[src/rtl/stst_pkg.sv]
package stst_pkg;

  // Stream field widths
  localparam int REQ_W      = 2;
  localparam int IN_SLOT_W  = 32;
  localparam int IN_SLOTS   = 4;
  localparam int STATUS_W   = 2;
  localparam int COUNT_W    = 7;
  localparam int IN_DATA_W  = IN_SLOTS * IN_SLOT_W;
  localparam int OUT_DATA_W = 16;

  // Configuration port
  localparam int CFG_ADDR_W = 3;
  localparam int CFG_DATA_W = 32;
  localparam int REG_IDX_W  = CFG_ADDR_W - 2;
  localparam int TLEN_W     = 3;
  localparam logic [REG_IDX_W-1:0] REG_TUPLE_LEN  = 1'b0;
  localparam logic [TLEN_W-1:0]    TUPLE_LEN_RST  = 3'd2;

  // Request kinds
  typedef enum logic [REQ_W-1:0] {
    REQ_INSERT = 2'd0,
    REQ_DELETE = 2'd1,
    REQ_QUERY  = 2'd2,
    REQ_CLEAR  = 2'd3
  } req_t;

  // Result status codes
  typedef enum logic [STATUS_W-1:0] {
    ST_DONE      = 2'd0,
    ST_DUP       = 2'd1,
    ST_FULL      = 2'd2,
    ST_NOT_FOUND = 2'd3
  } status_t;

  // Sequencer states
  typedef enum logic [3:0] {
    S_IDLE = 4'b0001,
    S_CMP  = 4'b0010,
    S_PFX  = 4'b0100,
    S_UPD  = 4'b1000
  } state_t;

  // Per-cell update controls
  typedef struct packed {
    logic load_key;
    logic take_left;
    logic take_right;
  } cell_ctl_t;

endpackage

[src/rtl/stst_cell.sv]
module stst_cell #(
  parameter int MAX_SLOTS  = 4,
  parameter int SLOT_WIDTH = 32
) (
  input  logic                                  clk,
  input  logic [MAX_SLOTS-1:0][SLOT_WIDTH-1:0]  key,
  input  logic [MAX_SLOTS-1:0]                  slot_on,
  input  logic                                  occupied,
  input  logic [MAX_SLOTS-1:0][SLOT_WIDTH-1:0]  left_entry,
  input  logic [MAX_SLOTS-1:0][SLOT_WIDTH-1:0]  right_entry,
  input  stst_pkg::cell_ctl_t                   ctl,
  output logic [MAX_SLOTS-1:0][SLOT_WIDTH-1:0]  entry,
  output logic                                  eq,
  output logic                                  lt
);

  logic [MAX_SLOTS-1:0][SLOT_WIDTH-1:0] entry_r;
  logic eq_r;
  logic lt_r;
  logic diff;
  logic less;

  // Lexicographic compare, most significant slot wins
  always_comb begin
    diff = 1'b0;
    less = 1'b0;
    for (int k = MAX_SLOTS - 1; k >= 0; k--) begin
      if (slot_on[k] && (entry_r[k] != key[k])) begin
        diff = 1'b1;
        less = $signed(entry_r[k]) < $signed(key[k]);
      end
    end
  end

  // Flags: an empty cell counts as smaller so an insert lands at the tail
  always_ff @(posedge clk) begin
    eq_r <= occupied & ~diff;
    lt_r <= ~occupied | less;
  end

  // Entry: new key, shift toward tail, or shift toward head
  always_ff @(posedge clk) begin
    if (ctl.load_key) begin
      entry_r <= key;
    end else if (ctl.take_left) begin
      entry_r <= left_entry;
    end else if (ctl.take_right) begin
      entry_r <= right_entry;
    end
  end

  assign entry = entry_r;
  assign eq    = eq_r;
  assign lt    = lt_r;

endmodule

[config.mk]
export PLATFORM = sky130hd
export DESIGN_NAME = stst_cell
export DESIGN_NICKNAME = d
export VERILOG_FILES = /design/src/rtl/stst_pkg.sv /design/src/rtl/stst_cell.sv
export SDC_FILE = /design/constraint.sdc
export NUM_CORES = 1
export LEC_CHECK = 0
export BUFFER_PORTS_ARGS = -buffer_cell sky130_fd_sc_hd__buf_2
export CORE_AREA = 3 3 201 203
export CTS_BUF_LIST = sky130_fd_sc_hd__clkbuf_4
export CTS_CLUSTER_DIAMETER = 150
export DETAILED_ROUTE_END_ITERATION = 12
export DIE_AREA = 0 0 204 206
export MAX_ROUTING_LAYER = met4
export SETUP_SLACK_MARGIN = 0.5
export SYNTH_ARGS = -nofsm -noshare
export SYNTH_HDL_FRONTEND = slang
export SYNTH_SLANG_ARGS = --single-unit
[constraint.sdc]
create_clock -name clk -period 3.75 [get_ports clk]
set_input_delay 0.375 -clock clk [delete_from_list [all_inputs] [get_ports clk]]
set_output_delay 0.375 -clock clk [all_outputs]
set_load 0.01 [all_outputs]
==> metrics <==
status=completed; HP Class=in -> reg; final hold violations=0; drt initial violations=414; clk slew on worst S/H paths=0.14 ns; Final ANT Viol Nets=0; CP Cell Sequence=dlygate4sd3_1, buf_2, inv_1, ha_1, nand3_1, nor3_2, nand2_1, or4_1, o31ai_1, nand3b_1, a21oi_1, a22oi_2; Worst Max-Slew Pin Slew=0.794 ns; Crit path buffers/inverters=3; sequential area share after synthesis=39.7%; Root Buffer=clkbuf_4; # DRC=0; pin count of the biggest net entering global routing=139; final number of setup-violating endpoints=0; Clock Skew=0.0267 ns; Max-Cap Viols=0; Ports=523; Peak VDD IR=0.149 mV; Critical Path End=lt; drt total wl=35.7 mm; chip height=206 microns; final period utilization=73.5%; hold depth=3; share of layout cells above drive strength 1=34.9%; flops & latches, synth=130; min Tclk post-route=2.76 ns; max incr delay on CP=0.54 ns; Clock Path Buffers=2; top-area cell type share of the netlist area=39.3%; Setup TNS=0 ns; Critical Path AT=3.25 ns; initial antenna violation count=3; Net count, final=2,152; WS Path Type=in -> reg; RSZ-0062 raised after global routing=no; syn_area_per_cell=9.65 sq um; uppermost layer routed=met4; Post-synth EDFFs=128; Port Buffer Count=522; TritonCTS clock tree=yes; Fill cells=3,952; pwr dens=299 nW/um^2; Die ar.=42,000 sq um; Via density=4.46; Via Count=9,653; Pwr Total=0.00429 W; DR pass1 iterations=5; met3 wire len=2.31 mm; Overall Global Routing Usage=16.7%; Reg2Reg Capture Point=lt; slowest stage cell, crit path=dlygate4sd3_1; cell family with most CP delay=simple AND/OR/NAND/NOR gates; reg2reg start=entry[58]; Core Area=38,600 sq um; element type at the critical path start=input port; most common cell after layout, fill and taps aside=buf_2; post-synth top area cell=edfxtp_1; metal2 WL=17.9 mm; Final Wtd Congestion=0.832; top_reg_cell synth=edfxtp_1; Crit. Startpoint=key[59]; most frequent cells in the layout=buf_2, nand2_1, o21ai_0, inv_1, mux2i_1; ranking of synthesized cells by area=edfxtp_1, ha_1, mux2i_1, o21ai_0, nand2_1; WL/cell=16.5 microns; first-pass GRT wire length=52.7 mm; CP Data Required Time=4.24 ns; Num CTS Buffers=17; Die Width=204 microns; CP Depth=12; Post-Syn Area=9780 sq um; DP HPWL=28.8 mm; Setup WS post-layout=0.993 ns; Synth Net Count=1,535; residual overflow from global routing=0; Clock Latency Late Sink=0.60 ns; fin. max-slew vios=0; CTS Sinks=130; Critical Path Sink Type=register; Worst Reg-to-Reg Cells=9; leakage=7.47 nW; vias in the first global route=9,974; CP Max Fanout=2; Starting Density=25.3%; P&R area growth vs syn=46.9%; Async SR Flop Fraction=0%; # rows=72; H-tree depth=4; Syn. warnings=0; post-synthesis instance total=1,014; worst slack at placement=0.859 ns; DRT met1 WL=14.5 mm; Max Freq=363 MHz; relative slew slack=47.1%; Yosys cell types=49; reg-to-reg slack, setup=1.02 ns; setup bufs post-CTS=0
-- worst min-delay path by stage --
stage                     startpoint   endpoint  slack, ns
after floorplan             occupied         lt       0.46
after global placement      occupied         lt       0.60
after detailed placement    occupied         lt       0.59
after CTS                    key[75]  entry[75]      0.001
after global routing         key[40]  entry[40]      0.007
final                        key[14]  entry[14]       0.10
-- registers in the layout (all words and copies together) (netlist names) --
name / cells
eq: 1
lt: 1
entry: 128
-- cell type report --
| class | count | area (sq um) | area share [%] |
|---|---|---|---|
| sequential | 130 | 3880 | 27.0 |
| clock inverter | 13 | 119 | 0.827 |
| timing repair buffer | 641 | 3840 | 26.7 |
| clock buffer | 19 | 143 | 0.992 |
| tap | 518 | 648 | 4.51 |
| antenna | 2 | 5.00 | 0.0348 |
| multi-input combinational | 711 | 5250 | 36.5 |
| inverter | 130 | 488 | 3.39 |
-- where the power goes --
part | switching [W] | internal, W
Combinational | 0.000729 | 0.000670
Clock | 0.000601 | 0.000397
Sequential | 0.000105 | 0.00179
-- tightest hold or removal path, delay by kind of cell --
| family | cells | cell delay, ns |
|---|---|---|
| buf+inv | 1 | 0.08 |
| simple gates | 1 | 0.04 |
| compound gates | 1 | 0.07 |
-- layer usage --
| metal | global-route usage [%] | vias up |
|---|---|---|
| met3 | 4.06 | 46 |
| li1 | - | 4890 |
| met2 | 29.6 | 349 |
| met1 | 18.6 | 4368 |
| met4 | 5.55 | 0 |
| met5 | - | - |
-- repair_timing --
action / CTS / global route
resized for setup: 0 / 0
endpoints found under the hold margin: 107 / 0
hold buffers: 107 / 0
-- through the flow --
stage / cell area, sq um / instances / hold slack [ns] / util, %
2_1_floorplan: 9780 / 1014 / 0.464 / -
3_3_place_gp: 13000 / 2023 / 0.598 / 33.7
3_5_place_dp: 13000 / 2023 / 0.593 / 33.7
4_1_cts: 14400 / 2162 / 0.00111 / 37.2
5_1_grt: 14400 / 2164 / 0.00652 / 37.2
6_report: 14400 / 2164 / 0.102 / 37.2
-- cells by family after synthesis --
| group | synth area share [%] |
|---|---|
| adder cells (fa/ha/maj) | 16.4 |
| AND/OR/NAND/NOR | 9.81 |
| AO/OA/AOI/OAI | 14.1 |
| flip-flops | 39.7 |
| XOR/XNOR | 0.0895 |
| buffers and inverters | 6.65 |
| multiplexers | 13.3 |
-- cells in the mapped netlist (all sizes together) (12+ instances only) --
cell	n
o21ai	138
edfxtp	128
nand4	22
nand2	147
inv	130
buf	12
clkbuf	31
a21oi	46
a21o	20
nand3	12
mux2i	129
ha	128
Power figures use the tool's default switching activity.
