$ cat src/rtl/stst_prefix.sv
module stst_prefix #(
  parameter int N = 64
) (
  input  logic         clk,
  input  logic [N-1:0] vec,
  output logic [N-1:0] pfx
);

  localparam int LV = (N > 1) ? $clog2(N) : 1;

  logic [N-1:0] lvl [LV+1];
  logic [N-1:0] pfx_r;

  // Parallel prefix OR, bit i = OR of bits 0..i
  always_comb begin
    lvl[0] = vec;
    for (int k = 0; k < LV; k++) begin
      lvl[k+1] = lvl[k] | (lvl[k] << (1 << k));
    end
  end

  always_ff @(posedge clk) begin
    pfx_r <= lvl[LV];
  end

  assign pfx = pfx_r;

endmodule

$ cat config.mk
export PLATFORM = sky130hd
export DESIGN_NAME = stst_prefix
export DESIGN_NICKNAME = d
export VERILOG_FILES = /design/src/rtl/stst_prefix.sv
export SDC_FILE = /design/constraint.sdc
export NUM_CORES = 1
export LEC_CHECK = 0
export ABC_CLOCK_PERIOD_IN_PS = 4100
export CAP_MARGIN = 20
export CORE_ASPECT_RATIO = 1.5
export CORE_MARGIN = 4
export CORE_UTILIZATION = 41
export CTS_CLUSTER_SIZE = 8
export DETAILED_ROUTE_END_ITERATION = 6
export DONT_BUFFER_PORTS = 1
export PLACE_DENSITY = 0.64
export SYNTH_ARGS = -nofsm -noshare
export SYNTH_HDL_FRONTEND = slang
export SYNTH_SLANG_ARGS = --single-unit
$ cat constraint.sdc
create_clock -name clk -period 4.1 [get_ports clk]
set_input_delay 0.41 -clock clk [delete_from_list [all_inputs] [get_ports clk]]
set_output_delay 0.41 -clock clk [all_outputs]
set_load 0.01 [all_outputs]
==> results of run 1 <==
## metrics by stage
stage | hold slack [ps] | setup slack [ps] | power (uW)
CTS | 78.0 | 2300 | 1270
global placement | 438 | 1950 | 656
detailed placement | 438 | 1930 | 657
global route | 73.2 | 2090 | 1300
finish | 102 | 2260 | 1250
floorplan | 438 | 2120 | 654
## per-layer routing
metal | GRT usage, % | wire length, um
met4 | 9.34 | 82
met5 | 0 | 0
met2 | 24.3 | 2250
met1 | 16.4 | 1680
met3 | 7.54 | 609
## kinds of logic after synthesis
logic type,after synthesis,synth area share (%)
simple gates,116,34.5
buf+inv,8,1.99
flops,64,63.6
## synth_stat cells
master | number | share of area (%)
nand3_1 | 12 | 3.0
or4_4 | 2 | 1.1
buf_4 | 2 | 0.74
buf_2 | 2 | 0.50
and2_1 | 1 | 0.31
or4_1 | 6 | 2.2
inv_1 | 4 | 0.74
nor3_1 | 7 | 1.7
nor4_1 | 9 | 2.8
nor3b_1 | 1 | 0.37
nand4_1 | 6 | 1.9
nor4b_1 | 2 | 0.87
nand2b_1 | 5 | 1.6
nand4b_1 | 5 | 2.2
nand2_1 | 15 | 2.8
nor2b_1 | 1 | 0.31
nand4bb_1 | 1 | 0.56
or2_2 | 6 | 1.9
nor4b_2 | 1 | 0.74
nor2_1 | 18 | 3.4
or3_1 | 9 | 2.8
nor4_2 | 1 | 0.62
nand3b_1 | 7 | 2.6
dfxtp_1 | 64 | 64
nor3_4 | 1 | 0.81
## layout make-up
class,instances,area (um^2)
Sequential cell,64,1280
Fill cell,484,2490
Clock inverter,4,76.3
Clock buffer,12,155
Multi-Input combinational cell,116,699
Tap cell,66,82.6
Timing Repair Buffer,1,7.51
Inverter,4,15.0
## power breakdown
part / total [uW] / switching, uW / internal (uW)
registers: 625 / 1.76 / 624
logic: 16.9 / 8.10 / 8.83
clock network: 609 / 232 / 377
## critical path, delay by kind of cell
family	cells	cell delay (ps)
AND/OR/NAND/NOR	4	1620
## path summary, 6_finish.rpt
kind              depth (start not counted)       to    start  slack [ps]
hold / removal                            0   pfx[0]   vec[0]         100
setup / recovery                          4  pfx[59]  vec[30]        2260
==> results.cfg, run 1 <==
[synthesis]
synth_area_um2 = 2020
yosysSeqAreaShare_pct = 63.6
yosys_warnings = 0
yosys.cell_types.count = 25
syn_avg_cell_area_um2 = 10.7
synth_cells = 188
syn-num-nets = 253
synth_seq_cells = 64

[clock_network]
cts_setup_buffers = 0
cts_resized = 0
clock_path_buffers = 2
cts_sinks = 64
cts_tree = done
htree_levels = 3
cts.root.buffer_cell = clkbuf_8
clkSlewWorstSetupHoldPaths_ps = 70
ctsHoldBuffers = 0
cts_buffers = 9

[floorplanning]
fp.dieH_um = 93.9
io_pins = 129
initial_core_util_pct = 41.9
rows = 31
design.die.area_um2 = 6130
coreArea_um2 = 4810
die_w_um = 65.3

[timing]
rsz0062_at_grt = false
min_period_ps = 1840
report.final.slew_viol_count = 0
finalCritPeriodShare_pct = 44.8
slew_headroom_pct = 56.1
finalSetupTns_ps = 0
hold_viol = 0
tightest_slew_ps = 653
setup_viol = 0
fmax_mhz = 544

[drt]
drc_errors = 0
wl_per_cell_um = 17.3
vias_per_cell = 5.52
drt_pass1_iterations = 4
vias = 1475
totalWireLength_um = 4630
antenna_left = 0
drt-initial-drc-count = 87

[layout]
mostFrequentLayoutCell = dfxtp_1
stdcell_count = 267
largest_reg_flops = 64
areaGrowthSynthToFinish_pct = 15.0
final_cell_mix = dfxtp_1 (64), nor2_1 (18), nand2_1 (15)
diodes = 0
final_area_um2 = 2320
drive_above_1_share_pct = 13.9
nets = 261
final_util_pct = 48.2

[place]
dp.cells = 251
globalplace.congestion = 0.668
io_buffers = 0
dpl.hpwl_um = 3570
place_area_um2 = 2090

[critical_path]
cp-end-kind = register
arrival_ps = 2030
required_ps = 4290
critical_path.cell_chain = nor4_2 -> nand4b_1 -> nor3_4 -> nand4_1
worstSetupPathType = input port to register
cp_slowest_cell = nor4_2
cp-start-kind = input port
max_stage_delay_ps = 590
cp_max_fo = 10

[run]
drv_cap = 0

[global_route]
antenna_found_initial = 0
grtUsageTotal_pct = 15.5
grt_pass1_wl_um = 6970
grt.overflow.total = 0
grt_max_degree = 39
grt_pass1_vias = 1440

[status]
outcome = completed

[pwr]
peakVddDrop_mv = 0.241
power.leakage_uw = 0.000738
cellPowerDensity_nw_per_um2 = 540

[min_path]
hold_class = input port to register
(Power assumes the default switching activity.)
==> inputs of run 2 (changes only) <==
--- a/config.mk
+++ b/config.mk
@@ -5,7 +5,8 @@
 export SDC_FILE = /design/constraint.sdc
 export NUM_CORES = 1
 export LEC_CHECK = 0
-export ABC_CLOCK_PERIOD_IN_PS = 4100
+export ABC_AREA = 1
+export ABC_CLOCK_PERIOD_IN_PS = 1500
 export CAP_MARGIN = 20
 export CORE_ASPECT_RATIO = 1.5
 export CORE_MARGIN = 4
@@ -13,7 +14,7 @@
 export CTS_CLUSTER_SIZE = 8
 export DETAILED_ROUTE_END_ITERATION = 6
 export DONT_BUFFER_PORTS = 1
-export PLACE_DENSITY = 0.64
+export PLACE_DENSITY = 0.66
 export SYNTH_ARGS = -nofsm -noshare
 export SYNTH_HDL_FRONTEND = slang
 export SYNTH_SLANG_ARGS = --single-unit
==> constraint.sdc (replaced) <==
create_clock -name clk -period 1.5 [get_ports clk]
set_input_delay 0.15 -clock clk [delete_from_list [all_inputs] [get_ports clk]]
set_output_delay 0.15 -clock clk [all_outputs]
set_load 0.01 [all_outputs]
==> results.cfg, run 2 <==
[drt]
drc_errors = 0
antenna_left = 0
drt_pass1_iterations = 5
wl_per_cell_um = 15.0
vias_per_cell = 4.74
totalWireLength_um = 7370
vias = 2334
drt-initial-drc-count = 59

[floorplanning]
fp.dieH_um = 106
die_w_um = 73.2
initial_core_util_pct = 42.4
rows = 35
io_pins = 129
coreArea_um2 = 6170
design.die.area_um2 = 7750

[layout]
n_fill_cell = 637
areaGrowthSynthToFinish_pct = 16.4
mostFrequentLayoutCell = nor2_1
final_area_um2 = 3040
final_cell_mix = nor2_1 (137), nand2_1 (126), dfxtp_1 (64)
largest_reg_flops = 64
diodes = 0
final_util_pct = 49.3
nets = 478
drive_above_1_share_pct = 10.0

[timing]
setup_viol = 0
tightest_slew_ps = 313
rsz0062_at_grt = false
slew_headroom_pct = 79.0
fmax_mhz = 718
report.final.slew_viol_count = 0
hold_viol = 0
min_period_ps = 1390
finalCritPeriodShare_pct = 92.9
finalSetupTns_ps = 0

[synthesis]
yosysMostFrequentCell = nor2_1
ys_top_cells_by_area = dfxtp_1 (49%), nor2_1 (20%), nand2_1 (18%)
yosysSeqAreaShare_pct = 49.0
synth_edf_count = 0
syn-num-nets = 457
synth_ff_type = dfxtp_1
synth-async-reset-ratio_pct = 0
synth_top_family_by_area = simple AND/OR/NAND/NOR gates
synthMuxAreaShare_pct = 0
synth_compound_area_share_pct = 0
yosys.cell_types.count = 13
synth_seq_cells = 64
synth-adder-area-share_pct = 0
synth_cells = 392
synth_area_um2 = 2620
synth_top_area_share_pct = 49.0
syn_avg_cell_area_um2 = 6.67
synth_xor_area_share_pct = 0
post-synth-top-area-cell = dfxtp_1
synthSimpleGateAreaFrac_pct = 46.0
yosys-top-cells-count = nor2_1 (138), nand2_1 (126), dfxtp_1 (64)
yosys_warnings = 0

[place]
io_buffers = 0
place_area_um2 = 2710
globalplace.congestion = 0.892
dpl.hpwl_um = 6210

[clock_network]
cts_tree = done
cts.root.buffer_cell = clkbuf_8
htree_levels = 3
cts_sinks = 64
clock_path_buffers = 2
cts_buffers = 9
cts_setup_buffers = 0
clkSlewWorstSetupHoldPaths_ps = 70

[critical_path]
arrival_ps = 1610
worstSetupPathType = input port to register
critPathTopFamily = simple AND/OR/NAND/NOR gates
cp-end-kind = register
critical_path.cell_chain = dlygate4sd3_1 -> nor2_4 -> nand2_2 -> nor2_4 -> nand2_1 -> nor2_1 -> nand2_1
cp_max_fo = 5
cp-start-kind = input port
cp.buffers_inverters = 1
cp_slowest_cell = dlygate4sd3_1
required_ps = 1720
max_stage_delay_ps = 570

[global_route]
grtUsageTotal_pct = 20.3
grt.overflow.total = 0
grt_pass1_wl_um = 11600
grt_max_degree = 11
antenna_found_initial = 0
grt_pass1_vias = 2421

[pwr]
cellPowerDensity_nw_per_um2 = 1170
power.leakage_uw = 0.00110
peakVddDrop_mv = 0.507
total_power_uw = 3550

[min_path]
hold_class = input port to register

[run]
drv_cap = 0

[status]
outcome = completed
-- run 2: changes by cell type after synthesis, sizes merged, moves of 5 or more --
cell    change
or3         -9
nand4b      -5
inv        +31
or2         -6
nand3       -9
nor2      +134
nor3        -8
nand2b      -5
nand3b      -6
nand4       -6
nor4       -10
or4         -8
nand2     +119
-- run 2: repair_timing --
item,4_1_cts,5_1_grt
hold buffers,10,0
resized for setup,0,1
endpoints found under the setup margin,0,1
endpoints found under the hold margin,8,0
-- run 2: where the power goes --
group	switching, uW	internal, uW
clock	622	1070
sequential	4.65	1700
combinational	91.0	53.5
total	718	2830
-- run 2: logic make-up after synthesis --
group / Yosys count
buf+inv: 35
flops: 64
simple gates: 293
-- run 2: layout make-up --
| cell class | count | area (um^2) | share of cell area, % |
|---|---|---|---|
| sequential | 64 | 1280 | 42.1 |
| timing repair buffer | 10 | 100 | 3.29 |
| clock inverter | 2 | 60.1 | 1.97 |
| tap | 74 | 92.6 | 3.04 |
| multi-input combinational | 293 | 1210 | 39.6 |
| clock buffer | 14 | 173 | 5.67 |
| inverter | 35 | 131 | 4.32 |
-- run 2: final timing paths --
check             startpoint  endpoint  slack (ps)  cells past startpoint
hold / removal        vec[2]    pfx[3]          30                      2
setup / recovery      vec[1]   pfx[42]         110                      7
-- run 2: metal layers --
| layer | up-vias | global-route usage, % | part of all wire [%] |
|---|---|---|---|
| met5 | - | 0 | 0 |
| met4 | 0 | 8.84 | 1.5 |
| met3 | 8 | 8.30 | 11 |
| met2 | 106 | 34.5 | 51 |
| met1 | 1019 | 21.3 | 36 |
| li1 | 1201 | - | - |
-- run 2: per-stage QoR --
| stage | cells | hold slack, ps | setup slack [ps] |
|---|---|---|---|
| after floorplan | 392 | 178 | 547 |
| after global placement | 466 | 178 | 346 |
| after detailed placement | 466 | 178 | 327 |
| after CTS | 492 | 2.23 | 101 |
| after global routing | 492 | 4.84 | 15.9 |
| final | 492 | 27.2 | 107 |
